## src/sv/dvpc_pkg.sv

```systemverilog
`default_nettype none
package dvpc_pkg;

  localparam int COMPONENTS = 16;
  localparam int CIDX_W     = (COMPONENTS > 1) ? $clog2(COMPONENTS) : 1;

  // weights in 0.1 mg units
  localparam int UNITS_HALF_GRAM = 5000;
  localparam int UNITS_MIN_PULSE = 6000;
  localparam int UNITS_AT_TARGET = 2500;

  // floor(x / 50) = (x * ceil(2^38 / 50)) >> 38 for any 32-bit x
  localparam logic [32:0] DIV50_MAGIC = 33'd5497558139;
  localparam int          DIV50_SHIFT = 38;

  localparam logic [1:0] OP_WEIGH = 2'd0;
  localparam logic [1:0] OP_RECAL = 2'd1;
  localparam logic [1:0] OP_SETPT = 2'd2;
  localparam logic [1:0] OP_SPARE = 2'd3;

  localparam logic [2:0] REG_INIT_TIME  = 3'd0;
  localparam logic [2:0] REG_INIT_AUTO  = 3'd1;
  localparam logic [2:0] REG_INCREMENT  = 3'd2;
  localparam logic [2:0] REG_AUTO_CYCLE = 3'd3;
  localparam logic [2:0] REG_FIXED_MIN  = 3'd4;
  localparam logic [2:0] REG_PULSING    = 3'd5;

  typedef struct packed {
    logic [15:0] start_time;
    logic [15:0] start_time_auto;
    logic [15:0] pulse_increment;
    logic        auto_cycle;
    logic        fixed_min_pulse_weight;
    logic [15:0] pulsing_mask;
  } cfg_t;

  typedef struct packed {
    logic [1:0]  opcode;
    logic [3:0]  component;
    logic [31:0] target_weight;
    logic [31:0] actual_weight;
    logic        first_pulse;
  } item_t;

  // per-component calibration record held in the memory
  typedef struct packed {
    logic [15:0] min_weight_time;
    logic [15:0] half_gram_time;
    logic [31:0] previous_weight;
    logic [26:0] required_pulse_weight;
  } rec_t;

  typedef struct packed {
    logic        at_target;
    logic [15:0] pulse_time;
    logic        calibrating;
  } res_t;

endpackage
`default_nettype wire

```

## src/sv/dvpc_ram.sv

```systemverilog
`default_nettype none
module dvpc_ram #(
  parameter int WIDTH = 8,
  parameter int DEPTH = 16,
  parameter int AW    = (DEPTH > 1) ? $clog2(DEPTH) : 1
) (
  input  wire logic             clk,
  input  wire logic             we,
  input  wire logic [AW-1:0]    waddr,
  input  wire logic [WIDTH-1:0] wdata,
  input  wire logic             re,
  input  wire logic [AW-1:0]    raddr,
  output logic      [WIDTH-1:0] rdata
);

  logic [WIDTH-1:0] mem [DEPTH];

  always_ff @(posedge clk) begin
    if (we) begin
      mem[waddr] <= wdata;
    end
    if (re) begin
      rdata <= mem[raddr];
    end
  end

endmodule
`default_nettype wire

```

## src/sv/dvpc_regs.sv

```systemverilog
`default_nettype none
module dvpc_regs (
  input  wire logic        clk,
  input  wire logic        rst,
  input  wire logic        psel,
  input  wire logic        penable,
  input  wire logic        pwrite,
  input  wire logic [4:0]  paddr,
  input  wire logic [31:0] pwdata,
  output logic      [31:0] prdata,
  output logic             pready,
  output dvpc_pkg::cfg_t   cfg
);

  logic [2:0] idx;
  logic       wr;

  assign idx    = paddr[4:2];
  assign wr     = psel && penable && pwrite;
  assign pready = 1'b1;

  always_ff @(posedge clk) begin
    if (rst) begin
      cfg.start_time              <= 16'd50;
      cfg.start_time_auto         <= 16'd50;
      cfg.pulse_increment         <= 16'd5;
      cfg.auto_cycle              <= 1'b0;
      cfg.fixed_min_pulse_weight  <= 1'b0;
      cfg.pulsing_mask            <= 16'd0;
    end else if (wr) begin
      unique case (idx)
        dvpc_pkg::REG_INIT_TIME:  cfg.start_time              <= pwdata[15:0];
        dvpc_pkg::REG_INIT_AUTO:  cfg.start_time_auto         <= pwdata[15:0];
        dvpc_pkg::REG_INCREMENT:  cfg.pulse_increment         <= pwdata[15:0];
        dvpc_pkg::REG_AUTO_CYCLE: cfg.auto_cycle              <= pwdata[0];
        dvpc_pkg::REG_FIXED_MIN:  cfg.fixed_min_pulse_weight  <= pwdata[0];
        dvpc_pkg::REG_PULSING:    cfg.pulsing_mask            <= pwdata[15:0];
        default: ;
      endcase
    end
  end

  always_comb begin
    unique case (idx)
      dvpc_pkg::REG_INIT_TIME:  prdata = {16'd0, cfg.start_time};
      dvpc_pkg::REG_INIT_AUTO:  prdata = {16'd0, cfg.start_time_auto};
      dvpc_pkg::REG_INCREMENT:  prdata = {16'd0, cfg.pulse_increment};
      dvpc_pkg::REG_AUTO_CYCLE: prdata = {31'd0, cfg.auto_cycle};
      dvpc_pkg::REG_FIXED_MIN:  prdata = {31'd0, cfg.fixed_min_pulse_weight};
      dvpc_pkg::REG_PULSING:    prdata = {16'd0, cfg.pulsing_mask};
      default:                  prdata = 32'd0;
    endcase
  end

endmodule
`default_nettype wire

```

## src/sv/dvpc_core.sv

```systemverilog
`default_nettype none
module dvpc_core (
  input  wire logic                  clk,
  input  wire logic                  rst,
  input  wire dvpc_pkg::cfg_t        cfg,
  // record read, issued as an item enters the update stage
  input  wire logic                  rd_en,
  input  wire logic [3:0]            rd_component,
  // item in the update stage
  input  wire dvpc_pkg::item_t       item,
  input  wire logic [26:0]           quot,
  input  wire logic                  commit,
  output dvpc_pkg::res_t             res
);

  localparam int CW = dvpc_pkg::CIDX_W;

  logic [dvpc_pkg::COMPONENTS-1:0] flags, flags_next;
  logic [dvpc_pkg::COMPONENTS-1:0] entry_valid;
  logic [dvpc_pkg::COMPONENTS-1:0] mask;
  logic [15:0]     cpt, cpt_next;
  logic            hgc, hgc_next;

  dvpc_pkg::rec_t  ram_q, fwd, rec, rec_next;
  logic            fwd_hit, rd_valid;
  logic            we;
  logic [CW-1:0]   idx, rd_idx;
  logic            cv;

  logic [32:0]     err, added;
  logic [26:0]     req_calc;
  logic [16:0]     sum;
  logic [15:0]     sat, init_time;
  logic            flag;

  assign mask   = cfg.pulsing_mask[dvpc_pkg::COMPONENTS-1:0];
  assign idx    = item.component[CW-1:0];
  assign rd_idx = rd_component[CW-1:0];
  assign cv     = {1'b0, item.component} < 5'(dvpc_pkg::COMPONENTS);

  dvpc_ram #(
    .WIDTH ($bits(dvpc_pkg::rec_t)),
    .DEPTH (dvpc_pkg::COMPONENTS)
  ) u_ram (
    .clk   (clk),
    .we    (we && commit),
    .waddr (idx),
    .wdata (rec_next),
    .re    (rd_en),
    .raddr (rd_idx),
    .rdata (ram_q)
  );

  // a write landing on the entry read at the same edge is forwarded
  always_ff @(posedge clk) begin
    if (rst) begin
      entry_valid <= '0;
      fwd_hit     <= 1'b0;
      rd_valid    <= 1'b0;
    end else begin
      if (we && commit) begin
        entry_valid[idx] <= 1'b1;
      end
      if (rd_en) begin
        fwd_hit  <= we && commit && (idx == rd_idx);
        rd_valid <= entry_valid[rd_idx];
      end
    end
  end

  always_ff @(posedge clk) begin
    if (rd_en) begin
      fwd <= rec_next;
    end
  end

  always_comb begin
    if (fwd_hit) begin
      rec = fwd;
    end else if (rd_valid) begin
      rec = ram_q;
    end else begin
      rec = '0;
    end
  end

  assign flag      = flags[idx];
  assign err       = {1'b0, item.target_weight} - {1'b0, item.actual_weight};
  assign added     = {1'b0, item.actual_weight} - {1'b0, rec.previous_weight};
  assign sum       = {1'b0, cpt} + {1'b0, cfg.pulse_increment};
  assign sat       = sum[16] ? 16'hFFFF : sum[15:0];
  assign init_time = cfg.auto_cycle ? cfg.start_time_auto : cfg.start_time;

  always_comb begin
    if (cfg.fixed_min_pulse_weight || quot < 27'(dvpc_pkg::UNITS_HALF_GRAM)) begin
      req_calc = 27'(dvpc_pkg::UNITS_MIN_PULSE);
    end else begin
      req_calc = quot;
    end
  end

  always_comb begin
    rec_next       = rec;
    cpt_next       = cpt;
    hgc_next       = hgc;
    flags_next     = flags;
    we             = 1'b0;
    res.at_target  = 1'b0;
    case (item.opcode)
      dvpc_pkg::OP_WEIGH: begin
        if (cv) begin
          we = 1'b1;
          if (item.first_pulse) begin
            if (flag) begin
              hgc_next                 = 1'b0;
              cpt_next                 = init_time;
              rec_next.min_weight_time = init_time;
            end else begin
              cpt_next = rec.min_weight_time;
            end
          end else if (flag) begin
            rec_next.required_pulse_weight = req_calc;
            if ($signed(added) > $signed(33'(dvpc_pkg::UNITS_MIN_PULSE)) && !hgc) begin
              rec_next.half_gram_time = cpt;
              hgc_next                = 1'b1;
            end
            if ($signed({added[32], added}) > $signed({7'd0, req_calc})) begin
              flags_next[idx]          = 1'b0;
              rec_next.min_weight_time = cpt;
            end else begin
              cpt_next = sat;
            end
          end else begin
            cpt_next = rec.min_weight_time;
          end
          rec_next.previous_weight = item.actual_weight;
          // final approach
          if ($signed({err[32], err}) < $signed({7'd0, rec_next.required_pulse_weight})) begin
            cpt_next = rec_next.half_gram_time;
          end
          if ($signed(err) < $signed(33'(dvpc_pkg::UNITS_AT_TARGET))) begin
            res.at_target = 1'b1;
            cpt_next      = rec_next.min_weight_time;
          end
        end
      end
      dvpc_pkg::OP_RECAL: begin
        flags_next = flags | mask;
      end
      dvpc_pkg::OP_SETPT: begin
        if (cv && mask[idx]) begin
          flags_next[idx] = 1'b1;
        end
      end
      default: ;
    endcase
    res.pulse_time  = cpt_next;
    res.calibrating = cv ? flags_next[idx] : 1'b0;
  end

  always_ff @(posedge clk) begin
    if (rst) begin
      flags <= '0;
      cpt   <= 16'd0;
      hgc   <= 1'b0;
    end else if (commit) begin
      flags <= flags_next;
      cpt   <= cpt_next;
      hgc   <= hgc_next;
    end
  end

endmodule
`default_nettype wire

```

## src/sv/dosing_valve_pulse_calibrator.sv

```systemverilog
// Stages: input register, divide, update and output register; one transaction per cycle
// unless m_tready holds the output. The record memory is read as an item enters the
// update stage and written as it leaves, with a forwarding register for the same entry.
// Reset (rst, synchronous) clears pipeline valids, calibration flags, pulse time and the
// per-entry valid bits; records never written read as zero, so no clearing pass is needed.
`default_nettype none
module dosing_valve_pulse_calibrator (
  input  wire logic        clk,
  input  wire logic        rst,
  input  wire logic        s_tvalid,
  output logic             s_tready,
  // [3:0] component, [35:4] target_weight, [67:36] actual_weight, [68] first_pulse
  input  wire logic [71:0] s_tdata,
  // [1:0] opcode
  input  wire logic [1:0]  s_tuser,
  output logic             m_tvalid,
  input  wire logic        m_tready,
  // [0] at_target, [16:1] pulse_time, [17] calibrating
  output logic      [23:0] m_tdata,
  input  wire logic        psel,
  input  wire logic        penable,
  input  wire logic        pwrite,
  input  wire logic [4:0]  paddr,
  input  wire logic [31:0] pwdata,
  output logic      [31:0] prdata,
  output logic             pready
);

  dvpc_pkg::cfg_t  cfg;
  dvpc_pkg::item_t in_item, s0_item, s1_item, s2_item;
  dvpc_pkg::res_t  res;

  logic        s0_valid, s1_valid, s2_valid;
  logic        s0_adv, s1_adv, s2_adv;
  logic        s1_free, s2_free, out_free;
  logic [48:0] ph, pl;
  logic [64:0] prod;
  logic [26:0] s2_quot;

  dvpc_regs u_regs (
    .clk     (clk),
    .rst     (rst),
    .psel    (psel),
    .penable (penable),
    .pwrite  (pwrite),
    .paddr   (paddr),
    .pwdata  (pwdata),
    .prdata  (prdata),
    .pready  (pready),
    .cfg     (cfg)
  );

  assign in_item.opcode        = s_tuser;
  assign in_item.component     = s_tdata[3:0];
  assign in_item.target_weight = s_tdata[35:4];
  assign in_item.actual_weight = s_tdata[67:36];
  assign in_item.first_pulse   = s_tdata[68];

  assign out_free = !m_tvalid || m_tready;
  assign s2_adv   = s2_valid && out_free;
  assign s2_free  = !s2_valid || s2_adv;
  assign s1_adv   = s1_valid && s2_free;
  assign s1_free  = !s1_valid || s1_adv;
  assign s0_adv   = s0_valid && s1_free;
  assign s_tready = !rst && (!s0_valid || s0_adv);

  always_ff @(posedge clk) begin
    if (rst) begin
      s0_valid <= 1'b0;
      s1_valid <= 1'b0;
      s2_valid <= 1'b0;
      m_tvalid <= 1'b0;
    end else begin
      if (s_tready) s0_valid <= s_tvalid;
      if (s1_free)  s1_valid <= s0_valid;
      if (s2_free)  s2_valid <= s1_valid;
      if (out_free) m_tvalid <= s2_valid;
    end
  end

  // target / 50 by reciprocal, split into two 16 x 33 partial products
  assign prod = {ph, 16'd0} + {16'd0, pl};

  always_ff @(posedge clk) begin
    if (s_tready) begin
      s0_item <= in_item;
    end
    if (s0_adv) begin
      s1_item <= s0_item;
      ph      <= 49'(s0_item.target_weight[31:16]) * 49'(dvpc_pkg::DIV50_MAGIC);
      pl      <= 49'(s0_item.target_weight[15:0]) * 49'(dvpc_pkg::DIV50_MAGIC);
    end
    if (s1_adv) begin
      s2_item <= s1_item;
      s2_quot <= 27'(prod >> dvpc_pkg::DIV50_SHIFT);
    end
    if (s2_adv) begin
      m_tdata <= {6'd0, res.calibrating, res.pulse_time, res.at_target};
    end
  end

  dvpc_core u_core (
    .clk          (clk),
    .rst          (rst),
    .cfg          (cfg),
    .rd_en        (s1_adv),
    .rd_component (s1_item.component),
    .item         (s2_item),
    .quot         (s2_quot),
    .commit       (s2_adv),
    .res          (res)
  );

  a_accept_enters : assert property (@(posedge clk) disable iff (rst)
    s_tvalid && s_tready |=> s0_valid)
    else $error("accepted transaction did not enter the pipeline");

  a_read_then_update : assert property (@(posedge clk) disable iff (rst)
    s1_adv |=> s2_valid)
    else $error("record read issued without an item in the update stage");

  a_update_then_out : assert property (@(posedge clk) disable iff (rst)
    s2_adv |=> m_tvalid)
    else $error("committed update produced no result");

  a_out_source : assert property (@(posedge clk) disable iff (rst)
    $rose(m_tvalid) |-> $past(s2_valid))
    else $error("result appeared with no item in the update stage");

endmodule
`default_nettype wire

```

## config.mk

```make
export PLATFORM = sky130hd
export DESIGN_NAME = dosing_valve_pulse_calibrator
export DESIGN_NICKNAME = d
export VERILOG_FILES = /design/src/sv/dvpc_pkg.sv /design/src/sv/dvpc_ram.sv /design/src/sv/dvpc_regs.sv /design/src/sv/dvpc_core.sv /design/src/sv/dosing_valve_pulse_calibrator.sv
export SDC_FILE = /design/constraint.sdc
export NUM_CORES = 2
export LEC_CHECK = 0
export ABC_AREA = 1
export BUFFER_PORTS_ARGS = -buffer_cell sky130_fd_sc_hd__clkbuf_2
export CORE_ASPECT_RATIO = 1.1
export CORE_MARGIN = 10
export CORE_UTILIZATION = 40
export DETAILED_ROUTE_END_ITERATION = 6
export SLEW_MARGIN = 10
export SYNTH_ARGS = -nofsm -noshare
export SYNTH_HDL_FRONTEND = slang
export SYNTH_SLANG_ARGS = --single-unit
export TNS_END_PERCENT = 30
```

## constraint.sdc

```tcl
create_clock -name clk -period 8.1 [get_ports clk]
set_clock_uncertainty 0.1 [all_clocks]
set_input_delay 0.405 -clock clk [delete_from_list [all_inputs] [get_ports clk]]
set_output_delay 0.405 -clock clk [all_outputs]
set_load 0.01 [all_outputs]
```

==> results.cfg <==
[run_status]
status = finished, violations left
violations = DRC

[clock_tree]
cts_resized = 0
cts-root-buf = clkbuf_16
clkTransAtPathRegs_ns = 0.06
clk_path_buf_depth = 3
cts_buffers = 212
clock_latency_ns = 0.89
clkSinkCount = 2098
h-tree-depth = 4
cts_tree = yes

[pwr]
powerDensity_nw_per_um2 = 312
p_switching_mw = 13.2
pwr-share-seq = 0.352
ir_drop_v = 0.000542
clockPowerShare = 0.276
p_int_mw = 23.9
comb_power_share = 0.372
p_leak_nw = 45.6
switching_share = 0.356
fin_total_pwr_mw = 37.1

[setup_path]
worstPathRequired_ns = 8.61
crit_arrival_ns = 7.43
rr_endpoint = pl[46]$_DFFE_PP_
path_common_cell = nand2_1
cpPeakStageDelay_ns = 0.72
crit_fanout = 7
cpMaxStageDelayCell = edfxtp_1
startpoint_type = register
reg2regPathDepth = 29
r2r_slack_ns = 1.18
r2r-start = s0_item[38]$_DFFE_PP_
cp-end-kind = register
crit_type = reg2reg

[timing]
finalWorstSetupSlack_ns = 1.18
finalSetupTns_ns = 0
whs_ns = 0.131
worstMarginPinSlew_ns = 1.22
setup_viol = 0
hold_viol = 0
timing.final.crit_share = 0.854
fmax_ghz = 0.144
relSlewSlack = 0.182
drv_slew = 0
rsz0062_at_grt = no
final.min_clock_period_ns = 6.92

[layout]
final_common_cell = edfxtp_1
instances_no_fill = 12807
fin_util = 0.454
stdcell_area_sq_um = 119000
syn_to_final_growth_pct = 12.8
nets = 10094
final_layout_size_suffix_gt1_frac = 0.0805
mostFrequentLayoutCells = edfxtp_1, nand2_1, inv_1

[routing]
via_count = 70949
dr.first_iter.drc_count = 6505
wl_per_cell_microns = 23.6
remaining_drc_errors = 1
via_per_inst = 5.54
drt_pass1_iterations = 7
wl_mm = 303
drtAntennaViolNets = 0

[hold_path]
hold_depth = 2
hold_path.class = in2reg
min_from = s_tuser[1]
min_to = s0_item[70]$_DFFE_PP_

[global_routing]
grt_pass1_wl_mm = 449
grt_pass1_vias = 70706
grt.total_usage = 0.206
grt-ovfl-total = 0
antenna_found_initial = 4
grt_max_degree = 211

[die]
dieHeight_microns = 559
initial_core_util = 0.402
dieArea_sq_um = 285000
rows = 197
io_pins = 177
fp.dieW_microns = 510
core_sq_um = 263000

[placement]
preCtsSetupSlack_ns = 1.19
dpl_cell_area_sq_um = 111000
gp_congestion = 0.939
hpwlAfterDp_mm = 187
placedCellCount = 12306
port_buffers = 132

[logic_synthesis]
synth_area_sq_um = 106000
async_flop_share = 0
ys_warn_count = 0
yosys.area.top_type = edfxtp_1
synth_cell_types = 73
synth_ff_type = edfxtp_1
synth-seq-area-share = 0.585
synth_edf_count = 1977
synth_area_per_cell_sq_um = 11.9
synth_cells = 8916
yosysTopAreaCellShare = 0.562
synth-seq-cells = 2098
ys_top_cells_by_area = edfxtp_1, ha_1, fa_1

[run]
drv_cap = 0
[how the worst max path moves through the flow]
stage / startpoint / endpoint / slack (ns) / cells after the start
3_3_place_gp: s0_item[38]$_DFFE_PP_ / pl[46]$_DFFE_PP_ / 1.15 / 29
2_1_floorplan: m_tready / u_core.rd_valid$_SDFFE_PP0P_ / 1.21 / 9
5_1_grt: s0_item[38]$_DFFE_PP_ / pl[46]$_DFFE_PP_ / 0.66 / 29
4_1_cts: s0_item[59]$_DFFE_PP_ / ph[39]$_DFFE_PP_ / 1.20 / 25
3_5_place_dp: s0_item[38]$_DFFE_PP_ / pl[46]$_DFFE_PP_ / 1.19 / 29
6_report: s0_item[38]$_DFFE_PP_ / pl[46]$_DFFE_PP_ / 1.18 / 29
[power by group through the flow]
stage / registers, mW / logic (mW) / clock network, mW
3_3_place_gp: 13.3 / 13.8 / 0
6_report: 13.1 / 13.8 / 10.3
3_5_place_dp: 13.3 / 13.8 / 0
5_1_grt: 13.1 / 15.6 / 10.9
4_1_cts: 13.1 / 14.0 / 10.4
2_1_floorplan: 13.2 / 9.54 / 0
[per-layer routing]
metal  track usage  wire, microns  vias to the layer above
li1              -              -                    32426
met1         0.273         127000                    35719
met2         0.354         150000                     2348
met3        0.0280          17900                      454
met4        0.0557           8270                        2
met5             0             11                        -
[cell usage after synthesis (all sizes together) (4+ instances only)]
cell type  number
or2             9
xor2          102
nor3           32
a211oi          6
o221ai        313
o32ai          59
xnor2          51
a221oi          4
and3            5
a21boi          6
o21bai         19
nor4           10
buf            85
clkinv          7
a22oi          52
inv           941
o21ai         695
o2111ai         5
nand3b         17
clkbuf        325
ha            522
a21o           12
mux2i         314
a31oi          44
o21a           27
edfxtp       1977
a21oi         359
o22ai          14
nand4          71
fa            317
nor2          949
o211ai        102
a22o           62
nand3         304
dfxtp         121
nand2         955
[timing repair]
action,4_1_cts,5_1_grt
buffers inserted,0,0
endpoints found under the hold margin,148,0
hold buffers,99,0
[flip-flops by register name, summed over array words and instances (netlist names)]
name / cells
s2_item: 71
ph: 48
pl: 33
s2_valid: 1
u_core.hgc: 1
u_core.u_ram.rdata: 91
u_core.flags: 16
s1_valid: 1
s2_quot: 27
s0_valid: 1
u_core.entry_valid: 16
u_core.u_ram.mem: 1456
s0_item: 71
s1_item: 71
u_core.cpt: 16
m_tdata: 18
u_core.fwd_hit: 1
u_core.rd_valid: 1
u_regs.cfg: 66
u_core.fwd: 91
m_tvalid: 1
[worst max-delay path: cells and delay by family, from the launching register on]
kind | cells | cell delay [ns]
simple gates | 11 | 1.05
flops | 1 | 0.72
xor+xnor | 1 | 0.15
compound gates | 5 | 1.01
buf+inv | 5 | 0.58
fa+ha+maj | 7 | 3.12
[final cells by class]
| type | count | area, sq um |
|---|---|---|
| Multi-Input combinational cell | 5481 | 38800 |
| Clock inverter | 132 | 1680 |
| Fill cell | 23636 | 143000 |
| Tap cell | 3482 | 4360 |
| Timing Repair Buffer | 396 | 3190 |
| Inverter | 948 | 3590 |
| Sequential cell | 2098 | 61800 |
| Clock buffer | 269 | 5700 |
| Antenna cell | 1 | 2.50 |
[logic make-up (layout without fill, tap and decap cells)]
logic type | Yosys count | count (layout) | share of synthesized area
other cells | 2 | 24 | 0.0000711
xor+xnor | 153 | 153 | 0.0128
mux | 314 | 314 | 0.0297
compound gates | 1790 | 1790 | 0.108
simple gates | 2362 | 2362 | 0.0931
fa+ha+maj | 839 | 839 | 0.122
flops | 2098 | 2098 | 0.585
buf+inv | 1358 | 1745 | 0.0501
(Power assumes the default switching activity.)
